File: config.mk
export PLATFORM = sky130hd
export DESIGN_NAME = multi_channel_debounce_reporter_flat
export DESIGN_NICKNAME = d
export VERILOG_FILES = /design/src/hdl/mcdr_pkg.sv /design/src/hdl/mcdr_if.sv /design/src/hdl/mcdr_debounce.sv /design/src/hdl/multi_channel_debounce_reporter.sv /design/src/flat_wrapper.sv
export SDC_FILE = /design/constraint.sdc
export NUM_CORES = 2
export LEC_CHECK = 0
export BUFFER_PORTS_ARGS = -buffer_cell sky130_fd_sc_hd__clkbuf_2
export CORE_MARGIN = 3
export CORE_UTILIZATION = 35
export CTS_CLUSTER_DIAMETER = 200
export DETAILED_ROUTE_END_ITERATION = 12
export SLEW_MARGIN = 10
export SYNTH_ARGS = -nofsm -noshare
export SYNTH_HDL_FRONTEND = slang
export SYNTH_SLANG_ARGS = --single-unit
export TNS_END_PERCENT = 5
File: constraint.sdc
create_clock -name clk -period 6.95 [get_ports clk]
set_input_delay 0.695 -clock clk [delete_from_list [all_inputs] [get_ports clk]]
set_output_delay 0.695 -clock clk [all_outputs]
set_load 0.03 [all_outputs]
File: src/hdl/mcdr_pkg.sv
// Shared types and constants for the multi-channel debounce reporter.
`default_nettype none
package mcdr_pkg;
	localparam int unsigned CHANNELS_DEF = 12;
	localparam int unsigned TIME_W = 32;
	localparam int unsigned TICKS_W = 16;
	localparam int unsigned CFG_INDEX_W = 2;
	localparam int unsigned KIND_W = 2;
	localparam int unsigned BYTE_W = 8;

	typedef logic [CFG_INDEX_W-1:0] cfg_index_t;
	localparam cfg_index_t REG_ACTIVE_LOW_MASK = 2'd0;
	localparam cfg_index_t REG_DEBOUNCE_TICKS = 2'd1;
	localparam cfg_index_t REG_HEARTBEAT_TICKS = 2'd2;

	localparam logic [TICKS_W-1:0] DEBOUNCE_TICKS_RST = 16'd25;
	localparam logic [TICKS_W-1:0] HEARTBEAT_TICKS_RST = 16'd1000;
	localparam logic [BYTE_W-1:0] STATUS_BYTE = 8'h3F;

	typedef enum logic [KIND_W-1:0] {
		KIND_EVENT = 2'd0,
		KIND_HEARTBEAT = 2'd1,
		KIND_STATUS = 2'd2
	} report_kind_t;

	typedef struct packed {
		logic load;
		logic init;
	} deb_ctl_t;
endpackage
`default_nettype wire

File: src/hdl/mcdr_if.sv
// Tick request and report channel interfaces.
`default_nettype none
interface mcdr_tick_if #(
	parameter int unsigned CHANNELS = mcdr_pkg::CHANNELS_DEF
);
	logic valid;
	logic ready;
	logic [CHANNELS-1:0] raw_pins;
	logic rx_valid;
	logic [mcdr_pkg::BYTE_W-1:0] rx_byte;

	modport source (output valid, raw_pins, rx_valid, rx_byte, input ready);
	modport sink (input valid, raw_pins, rx_valid, rx_byte, output ready);
endinterface

interface mcdr_report_if #(
	parameter int unsigned CHANNELS = mcdr_pkg::CHANNELS_DEF
);
	logic valid;
	logic ready;
	logic [mcdr_pkg::KIND_W-1:0] report_kind;
	logic [CHANNELS-1:0] stable_vector;
	logic [mcdr_pkg::TIME_W-1:0] timestamp;
	logic any_pressed;
	logic last;

	modport source (output valid, report_kind, stable_vector, timestamp, any_pressed, last,
		input ready);
	modport sink (input valid, report_kind, stable_vector, timestamp, any_pressed, last,
		output ready);
endinterface
`default_nettype wire

File: src/hdl/mcdr_debounce.sv
// Per-channel debounce lanes: last level, stable level and change time.
`default_nettype none
module mcdr_debounce #(
	parameter int unsigned CHANNELS = mcdr_pkg::CHANNELS_DEF
) (
	input  wire logic                          clk,
	input  wire logic                          arst_n,
	input  wire mcdr_pkg::deb_ctl_t            ctl,
	input  wire logic [CHANNELS-1:0]           pressed,
	input  wire logic [mcdr_pkg::TIME_W-1:0]   now,
	input  wire logic [mcdr_pkg::TICKS_W-1:0]  debounce_ticks,
	output logic [CHANNELS-1:0]                stable_next,
	output logic                               changed
);
	logic [CHANNELS-1:0] prev_q;
	logic [CHANNELS-1:0] stable_q;
	logic [mcdr_pkg::TIME_W-1:0] ct_q [CHANNELS];
	logic [mcdr_pkg::TIME_W-1:0] ct_next [CHANNELS];
	logic [mcdr_pkg::TIME_W-1:0] elapsed;

	always_comb begin
		elapsed = '0;
		for (int i = 0; i < CHANNELS; i++) begin
			ct_next[i] = (ctl.init || (pressed[i] != prev_q[i])) ? now : ct_q[i];
			elapsed = now - ct_next[i];
			stable_next[i] = (ctl.init
				|| (elapsed >= {{(mcdr_pkg::TIME_W-mcdr_pkg::TICKS_W){1'b0}}, debounce_ticks}))
				? pressed[i] : stable_q[i];
		end
	end

	assign changed = !ctl.init && ((stable_next ^ stable_q) != '0);

	always_ff @(posedge clk or negedge arst_n) begin
		if (!arst_n) begin
			prev_q <= '0;
			stable_q <= '0;
			for (int i = 0; i < CHANNELS; i++) begin
				ct_q[i] <= '0;
			end
		end else if (ctl.load) begin
			prev_q <= pressed;
			stable_q <= stable_next;
			for (int i = 0; i < CHANNELS; i++) begin
				ct_q[i] <= ct_next[i];
			end
		end
	end
endmodule
`default_nettype wire

File: src/hdl/multi_channel_debounce_reporter.sv
// Top level of the multi-channel switch debounce reporter.
//
// One tick request per millisecond carries the raw switch levels and an
// optional received byte. Requests enter an input register; once the report
// buffer is empty or sending its final report, the debounce lanes, heartbeat
// timer and status decode update in one pass and load a report buffer holding
// up to three pending reports (change event, heartbeat, status reply), sent in
// that order, one per cycle while report.ready is high, the final one marked
// with last. A request passes the input register and then the report buffer.
// Throughput: one request per cycle when a tick makes at most one report and
// report.ready stays high; otherwise the report output sets the pace.
// A new request is taken while the previous one's reports are still queued;
// the report buffer reloads in the cycle its final report is taken.
// Reset clears tick time, lanes and heartbeat time, and restores the register
// defaults (mask 0, debounce 25, heartbeat 1000). The first tick after reset
// only loads the lanes and sends one status report.
// When the receiver stalls, the report holds and requests back up into the
// input register, then tick.ready drops.
`default_nettype none
module multi_channel_debounce_reporter #(
	parameter int unsigned CHANNELS = mcdr_pkg::CHANNELS_DEF,
	localparam int unsigned CFG_W = (CHANNELS > mcdr_pkg::TICKS_W) ? CHANNELS
		: mcdr_pkg::TICKS_W
) (
	input  wire logic                 clk,
	input  wire logic                 arst_n,
	input  wire logic                 cfg_we,
	input  wire mcdr_pkg::cfg_index_t cfg_index,
	input  wire logic [CFG_W-1:0]     cfg_data,
	mcdr_tick_if.sink                 tick,
	mcdr_report_if.source             report
);
	logic [CHANNELS-1:0] mask_q;
	logic [mcdr_pkg::TICKS_W-1:0] deb_q;
	logic [mcdr_pkg::TICKS_W-1:0] hb_q;

	logic s1_valid_q;
	logic [CHANNELS-1:0] raw_s1;
	logic rxv_s1;
	logic [mcdr_pkg::BYTE_W-1:0] rxb_s1;

	logic [mcdr_pkg::TIME_W-1:0] tick_time_q;
	logic [mcdr_pkg::TIME_W-1:0] hb_time_q;
	logic started_q;

	logic [2:0] pending_q;
	logic [CHANNELS-1:0] rep_stable_q;
	logic [mcdr_pkg::TIME_W-1:0] rep_time_q;

	logic [2:0] lowest;
	logic [2:0] pend_after;
	logic out_fire;
	logic proc;
	logic hb_hit;
	logic status_hit;
	logic [2:0] new_pend;
	logic [CHANNELS-1:0] pressed;
	logic [CHANNELS-1:0] stable_next;
	logic changed;
	logic [mcdr_pkg::TIME_W-1:0] hb_elapsed;
	mcdr_pkg::deb_ctl_t deb_ctl;
	mcdr_pkg::report_kind_t kind;

	always_ff @(posedge clk or negedge arst_n) begin
		if (!arst_n) begin
			mask_q <= '0;
			deb_q <= mcdr_pkg::DEBOUNCE_TICKS_RST;
			hb_q <= mcdr_pkg::HEARTBEAT_TICKS_RST;
		end else if (cfg_we) begin
			case (cfg_index)
				mcdr_pkg::REG_ACTIVE_LOW_MASK: mask_q <= cfg_data[CHANNELS-1:0];
				mcdr_pkg::REG_DEBOUNCE_TICKS: deb_q <= cfg_data[mcdr_pkg::TICKS_W-1:0];
				mcdr_pkg::REG_HEARTBEAT_TICKS: hb_q <= cfg_data[mcdr_pkg::TICKS_W-1:0];
				default: ;
			endcase
		end
	end

	assign lowest = pending_q & (~pending_q + 3'd1);
	assign out_fire = report.valid && report.ready;
	assign pend_after = out_fire ? (pending_q & ~lowest) : pending_q;
	assign proc = s1_valid_q && (pend_after == 3'b000);
	assign tick.ready = !s1_valid_q || proc;

	// hold the request until the report buffer can take its results
	always_ff @(posedge clk or negedge arst_n) begin
		if (!arst_n) begin
			s1_valid_q <= 1'b0;
		end else if (tick.ready) begin
			s1_valid_q <= tick.valid;
		end
	end

	always_ff @(posedge clk) begin
		if (tick.valid && tick.ready) begin
			raw_s1 <= tick.raw_pins;
			rxv_s1 <= tick.rx_valid;
			rxb_s1 <= tick.rx_byte;
		end
	end

	assign pressed = raw_s1 ^ mask_q;
	assign deb_ctl.load = proc;
	assign deb_ctl.init = !started_q;

	mcdr_debounce #(
		.CHANNELS(CHANNELS)
	) u_debounce (
		.clk(clk),
		.arst_n(arst_n),
		.ctl(deb_ctl),
		.pressed(pressed),
		.now(tick_time_q),
		.debounce_ticks(deb_q),
		.stable_next(stable_next),
		.changed(changed)
	);

	assign hb_elapsed = tick_time_q - hb_time_q;
	assign hb_hit = started_q
		&& (hb_elapsed >= {{(mcdr_pkg::TIME_W-mcdr_pkg::TICKS_W){1'b0}}, hb_q});
	assign status_hit = started_q && rxv_s1 && (rxb_s1 == mcdr_pkg::STATUS_BYTE);
	assign new_pend = started_q ? {status_hit, hb_hit, changed} : 3'b100;

	always_ff @(posedge clk or negedge arst_n) begin
		if (!arst_n) begin
			tick_time_q <= '0;
			hb_time_q <= '0;
			started_q <= 1'b0;
			pending_q <= '0;
		end else if (proc) begin
			tick_time_q <= tick_time_q + 1'b1;
			started_q <= 1'b1;
			pending_q <= new_pend;
			if (hb_hit) begin
				hb_time_q <= tick_time_q;
			end
		end else begin
			pending_q <= pend_after;
		end
	end

	always_ff @(posedge clk) begin
		if (proc) begin
			rep_stable_q <= stable_next;
			rep_time_q <= tick_time_q;
		end
	end

	always_comb begin
		case (lowest)
			3'b001: kind = mcdr_pkg::KIND_EVENT;
			3'b010: kind = mcdr_pkg::KIND_HEARTBEAT;
			default: kind = mcdr_pkg::KIND_STATUS;
		endcase
	end

	assign report.valid = pending_q != 3'b000;
	assign report.report_kind = kind;
	assign report.stable_vector = rep_stable_q;
	assign report.timestamp = rep_time_q;
	assign report.any_pressed = rep_stable_q != '0;
	assign report.last = (pending_q & ~lowest) == 3'b000;
endmodule
`default_nettype wire
File: src/flat_wrapper.sv
// flat-port wrapper written by rule: the top's interface ports become plain ports
module multi_channel_debounce_reporter_flat 
#(
	parameter int unsigned CHANNELS = mcdr_pkg::CHANNELS_DEF,
	localparam int unsigned CFG_W = (CHANNELS > mcdr_pkg::TICKS_W) ? CHANNELS
		: mcdr_pkg::TICKS_W
)
  (clk, arst_n, cfg_we, cfg_index, cfg_data, tick_valid, tick_raw_pins, tick_rx_valid, tick_rx_byte, tick_ready, report_valid, report_report_kind, report_stable_vector, report_timestamp, report_any_pressed, report_last, report_ready);
  mcdr_tick_if #(.CHANNELS(CHANNELS)) tick_i ();
  mcdr_report_if #(.CHANNELS(CHANNELS)) report_i ();
  input  wire logic clk;
  input  wire logic arst_n;
  input  wire logic cfg_we;
  input  wire mcdr_pkg::cfg_index_t cfg_index;
  input  wire logic [CFG_W-1:0] cfg_data;
  input wire logic [$bits(tick_i.valid)-1:0] tick_valid;
  input wire logic [$bits(tick_i.raw_pins)-1:0] tick_raw_pins;
  input wire logic [$bits(tick_i.rx_valid)-1:0] tick_rx_valid;
  input wire logic [$bits(tick_i.rx_byte)-1:0] tick_rx_byte;
  output wire logic [$bits(tick_i.ready)-1:0] tick_ready;
  output wire logic [$bits(report_i.valid)-1:0] report_valid;
  output wire logic [$bits(report_i.report_kind)-1:0] report_report_kind;
  output wire logic [$bits(report_i.stable_vector)-1:0] report_stable_vector;
  output wire logic [$bits(report_i.timestamp)-1:0] report_timestamp;
  output wire logic [$bits(report_i.any_pressed)-1:0] report_any_pressed;
  output wire logic [$bits(report_i.last)-1:0] report_last;
  input wire logic [$bits(report_i.ready)-1:0] report_ready;
  assign tick_i.valid = tick_valid;
  assign tick_i.raw_pins = tick_raw_pins;
  assign tick_i.rx_valid = tick_rx_valid;
  assign tick_i.rx_byte = tick_rx_byte;
  assign tick_ready = tick_i.ready;
  assign report_valid = report_i.valid;
  assign report_report_kind = report_i.report_kind;
  assign report_stable_vector = report_i.stable_vector;
  assign report_timestamp = report_i.timestamp;
  assign report_any_pressed = report_i.any_pressed;
  assign report_last = report_i.last;
  assign report_i.ready = report_ready;
  multi_channel_debounce_reporter #(.CHANNELS(CHANNELS)) u_core (.clk(clk), .arst_n(arst_n), .cfg_we(cfg_we), .cfg_index(cfg_index), .cfg_data(cfg_data), .tick(tick_i), .report(report_i));
endmodule
; ---- Yosys cells after proc, flatten, opt, wreduce, memory -nomap -nowiden
; Index checks and enable logic that the tools add are counted.
[op_classes]
n_addsub = 15
order_cmp = 13
n_eq_ne = 17
n_mux = 28
n_bitwise = 6
n_reduce_logical = 44
[op_table]
columns = operator, n
row1 = >= comparator 32 x 16 -> 1 bit, 13
row2 = subtractor 32 bit, 13
row3 = two-way mux 32 bit, 12
row4 = adder 32 x 1 -> 32 bit (second input constant), 1
row5 = logical OR 1 bit, 25
row6 = nonzero test 12 bit, 2
row7 = XOR 12 bit, 2
row8 = two-way mux 1 bit, 12
row9 = inequality test 1 bit, 12
row10 = two-way mux 3 bit, 3
row11 = equality test 8 x 6 -> 1 bit (second input constant), 1
row12 = AND reduction 2 bit, 4
row13 = logical AND 1 bit, 7
row14 = bitwise AND 3 bit, 2
row15 = logical NOT 3 bit, 2
row16 = NOT 3 bit, 2
row17 = case mux 2 bit (2 select lines), 1
row18 = adder 3 x 1 -> 3 bit (second input constant), 1
row19 = equality test 3 x 1 -> 1 bit (second input constant), 1
row20 = equality test 3 x 2 -> 1 bit (second input constant), 1
row21 = nonzero test 3 bit, 1
row22 = equality test 2 x 1 -> 1 bit (second input constant), 1
row23 = equality test 2 bit (second input constant), 1
row24 = logical NOT 1 bit, 2
row25 = logical NOT 2 bit, 1
[totals]
regBits = 586
inputBits = 44
out_inout_bits = 50
elab_cells = 150

; ---- Longest topological paths before layout
[depth]
depth_word = 13
mapped_depth = 33
depth_no_buf = 30

; ---- Modules after synthesis
; A second synthesis with hierarchy kept.
[unflattened]
cells_unflattened = 6927
area_unflattened_um2 = 58451.1
[modules_own_cells]
columns = mod, instances, cells_per_inst, area_each_um2, seq_area_each_um2
row1 = mcdr_debounce, 1, 6174, 49439.9, 10209.8
row2 = multi_channel_debounce_reporter, 1, 753, 9011.1, 4790.8

; ---- Worst setup path before layout
; Ideal clock, no wire load.
[synth_timing]
path_kind = register -> register
from = register u_core.mask_q[0]
to = register u_core.u_debounce.stable_q[0]
setup_ns = 0.128
arrival_time_ns = 6.458
slack_ns = 0.364
path_stages_with_launch = 29
synth_period_minus_slack_ns = 6.586
path_cell_list = dfrtp_1 > xnor3_1 > and2_1 > buf_2 > clkbuf_1 > buf_1 > nand2_1 > o21ai_0 > ha_1 > nand2_1 > o22ai_1 > nor4_1 > o211ai_1 > o21ai_0 > a221oi_1 > xnor2_1 > ha_1 > a21oi_1 > nor2b_1 > o21ai_0 > nor4bb_1 > nand3_1 > or4_1 > or4_1 > nor4_1 > nand4_1 > nor4_2 > mux2_4 > mux2_1
[synth_lines]
columns = element, line
row1 = start: declaration, multi_channel_debounce_reporter.sv:33  ; logic [CHANNELS-1:0] mask_q;
row2 = start signal: assignment, multi_channel_debounce_reporter.sv:71  ; mcdr_pkg::REG_ACTIVE_LOW_MASK: mask_q <= cfg_data[CHANNELS-1:0];
row3 = end signal: assignment, mcdr_debounce.sv:43  ; stable_q <= stable_next;
row4 = end: declaration, mcdr_debounce.sv:16  ; logic [CHANNELS-1:0] stable_q;

==> results_dict.tcl <==
set metrics [dict create \
    outcome "finished clean" \
    worstMarginPinSlew_ns 1.39 \
    synth_top_cell_by_area "dfrtp_1" \
    antenna_found_initial 3 \
    synth_top_area_frac 0.221 \
    port_buffers 93 \
    p_total_mw 35.0 \
    fmax_ghz 0.153 \
    cts_buffer_depth 3 \
    drc 0 \
    min-delay-path-class "in -> reg" \
    drt_wl_total_um 219000 \
    initial_utilization 0.355 \
    p_per_area_mw_per_mm2 540 \
    setup_ws_ns 0.434 \
    required_ns 7.54 \
    maxCapViolations 0 \
    yosys_warnings 0 \
    slowest_stage "or4_1" \
    cp_max_fo 3 \
    core_area_sq_mm 0.164 \
    dr.pass1.iters 6 \
    yosysUniqueCellTypes 112 \
    dieWidth_um 413 \
    async_flop_share 0.889 \
    yosys-top-cells-count "647 x nand2_1, 534 x a21oi_1, 524 x ha_1, 512 x dfrtp_1, 462 x o21ai_0" \
    clk_pin_slew_ns 0.06 \
    hold_ws_ns 0.176 \
    htreeDepth 3 \
    nNetsFinal 7475 \
    design_area_sq_mm 0.0647 \
    drtIter0Drc 4689 \
    grt_max_degree 141 \
    rows 148 \
    numClockSinks 586 \
    p_leak_nw 31.0 \
    max-vdd-ir-drop_v 0.000242 \
    seq_area_frac_synth 0.258 \
    path_buf_inv 1 \
    synthTopCellsByArea "dfrtp_1 22%, ha_1 11%, mux2_2 6.0%, mux2i_1 4.8%, a21oi_1 4.6%" \
    critPathLaunchType "register" \
    setup-violations-final 0 \
    hold_violations 0 \
    preCtsSetupSlack_ns 0.151 \
    synth_edf_count 65 \
    synth.avg_cell_area_sq_um 8.42 \
    n_fill_cell 16700 \
    die_area_sq_mm 0.171 \
    min_period_ns 6.52 \
    dpl_cell_area_sq_mm 0.0618 \
    cp.arrival_ns 7.11 \
    dieHeight_um 413 \
    timing.slew.headroom 0.0749 \
    yosysMostFrequentCell "nand2_1" \
    via_per_inst 5.94 \
    crit_family "simple AND/OR/NAND/NOR gates" \
    grt_usage 0.250 \
    setup.worst_path.class "reg -> reg" \
    area_growth_pct 11.4 \
    layout-drive-gt1-share 0.136 \
    fin_worst_skew_ns 0.0506 \
    antenna_left 0 \
    io_pins 94 \
    crit_path_end_kind "register" \
    slew_violations 0 \
    syn-num-nets 7466 \
    postSynthCellCount 6893 \
    synth_ff_type "dfrtp_1" \
    syn_area_sq_mm 0.0581 \
    cts_tree "yes" \
    wl_per_cell_um 24.0 \
    grt_pass1_wl_um 328000 \
    cts_buffers 77 \
    ys_ff_latch 586 \
    period_share 0.938 \
    clk_latency_ns 0.71 \
    first_global_vias 51600 \
    gp_congestion 0.991 \
    grt-ovfl-total 0 \
    vias 54300 \
    crit_path_max_incr_delay_ns 0.49 \
    root_buffer "clkbuf_16" \
    post-dp-hpwl_um 164000 \
]
## cell families (layout without fill, tap and decap cells)
family | Yosys count | after routing | share of synthesized area
other | 0 | 4 | 0
buffers and inverters | 682 | 754 | 0.0454
multiplexers | 616 | 616 | 0.113
AO/OA/AOI/OAI | 1997 | 1997 | 0.224
AND/OR/NAND/NOR | 2046 | 2048 | 0.172
flip-flops | 586 | 586 | 0.258
adder cells (fa/ha/maj) | 598 | 598 | 0.127
XOR/XNOR | 368 | 368 | 0.0603
## worst register-to-register path, delay by kind of cell, from the launching register on
| kind | cells | cell delay, ns |
|---|---|---|
| adder cells (fa/ha/maj) | 2 | 0.47 |
| AO/OA/AOI/OAI | 7 | 1.62 |
| XOR/XNOR | 2 | 0.61 |
| buffers and inverters | 1 | 0.24 |
| AND/OR/NAND/NOR | 11 | 2.46 |
| multiplexers | 2 | 0.62 |
| flip-flops | 1 | 0.38 |
## routing by layer
metal,vias up,track usage,part of all wire
met5,-,0,0
met4,0,0.143,0.064
met3,494,0.0354,0.060
met2,1958,0.399,0.45
met1,26400,0.323,0.43
li1,25500,-,-
## power by group
part / leakage (nW) / switching [mW] / internal (mW)
Clock: 1.30 / 1.77 / 2.53
Combinational: 22.3 / 15.0 / 10.9
Sequential: 7.43 / 0.694 / 4.14
Total: 31.0 / 17.4 / 17.5
## what timing repair did
action,in CTS,in global routing
resized for setup,0,36
hold buffers,1,0
hold endpoints to repair,22,0
setup buffers,0,5
setup endpoints to repair,0,17
## sequential cells by signal, indices dropped and copies added (netlist names)
signal and count:
u_core.tick_time_q 32, u_core.report.timestamp 32, u_core.rxv_s1 1, u_core.pending_q 3, u_core.rxb_s1 8, u_core.u_debounce.prev_q 12, u_core.u_debounce.stable_q 12, u_core.u_debounce.ct_q 384
u_core.deb_q 16, u_core.report.stable_vector 12, u_core.started_q 1, u_core.hb_q 16, u_core.mask_q 12, u_core.raw_s1 12, u_core.hb_time_q 32, u_core.s1_valid_q 1
## layout by cell type, fill, tap and decap left out, types with 53 or more instances in the layout
master and instances:
nor4_1 54, maj3_1 64, nor2b_1 115, o211ai_1 70
o21bai_1 66, nor3_1 115, inv_1 263, a21oi_1 533
ha_1 523, xnor2_1 197, nand4_1 118, nand2b_1 124
dfrtp_1 480, clkbuf_2 92, mux2_2 308, clkbuf_16 79
nand3_1 146, a21o_1 186, a31oi_1 67, o21a_1 53
buf_4 226, edfxtp_1 65, xor2_1 151, nor2_1 439
a211oi_1 69, mux2i_1 280, nand2_1 647, o21ai_0 461
## stage by stage
step | instances | utilization | setup TNS, ns
2_1_floorplan | 6893 | - | 0
3_3_place_gp | 8990 | 0.377 | 0
3_5_place_dp | 8990 | 0.377 | 0
4_1_cts | 9135 | 0.394 | 0
5_1_grt | 9142 | 0.395 | -0.00527
6_report | 9146 | 0.395 | 0
## path summary, 6_finish.rpt
| check | from | end | slack (ns) | cells after the start |
|---|---|---|---|---|
| max in group asynchronous | arst_n | u_core.u_debounce.prev_q[11]$_DFFE_PN0P_ | 4.87 | 4 |
| worst max register to register | u_core.mask_q[0]$_DFFE_PN0P_ | u_core.u_debounce.stable_q[0]$_DFFE_PN0P_ | 0.43 | 25 |
| worst min-delay path | tick_rx_byte[4] | u_core.rxb_s1[4]$_DFFE_PP_ | 0.18 | 1 |
| worst max-delay path | u_core.mask_q[0]$_DFFE_PN0P_ | u_core.u_debounce.stable_q[0]$_DFFE_PN0P_ | 0.43 | 25 |
| worst min register to register | u_core.u_debounce.ct_q[106]$_DFFE_PN0P_ | u_core.u_debounce.ct_q[106]$_DFFE_PN0P_ | 0.48 | 2 |
| min in group asynchronous | arst_n | u_core.u_debounce.ct_q[87]$_DFFE_PN0P_ | 0.47 | 2 |
## area by class of cell
class | instances | area, sq um | share of cell area
multi-input combinational | 5627 | 40600 | 0.628
sequential | 586 | 15000 | 0.233
tap | 2175 | 2720 | 0.0421
timing repair buffer | 339 | 2560 | 0.0396
clock buffer | 105 | 2170 | 0.0336
inverter | 271 | 1030 | 0.0159
clock inverter | 39 | 513 | 0.00793
antenna | 4 | 10.0 | 0.000155
No activity file was read; power rests on OpenSTA's default activity.
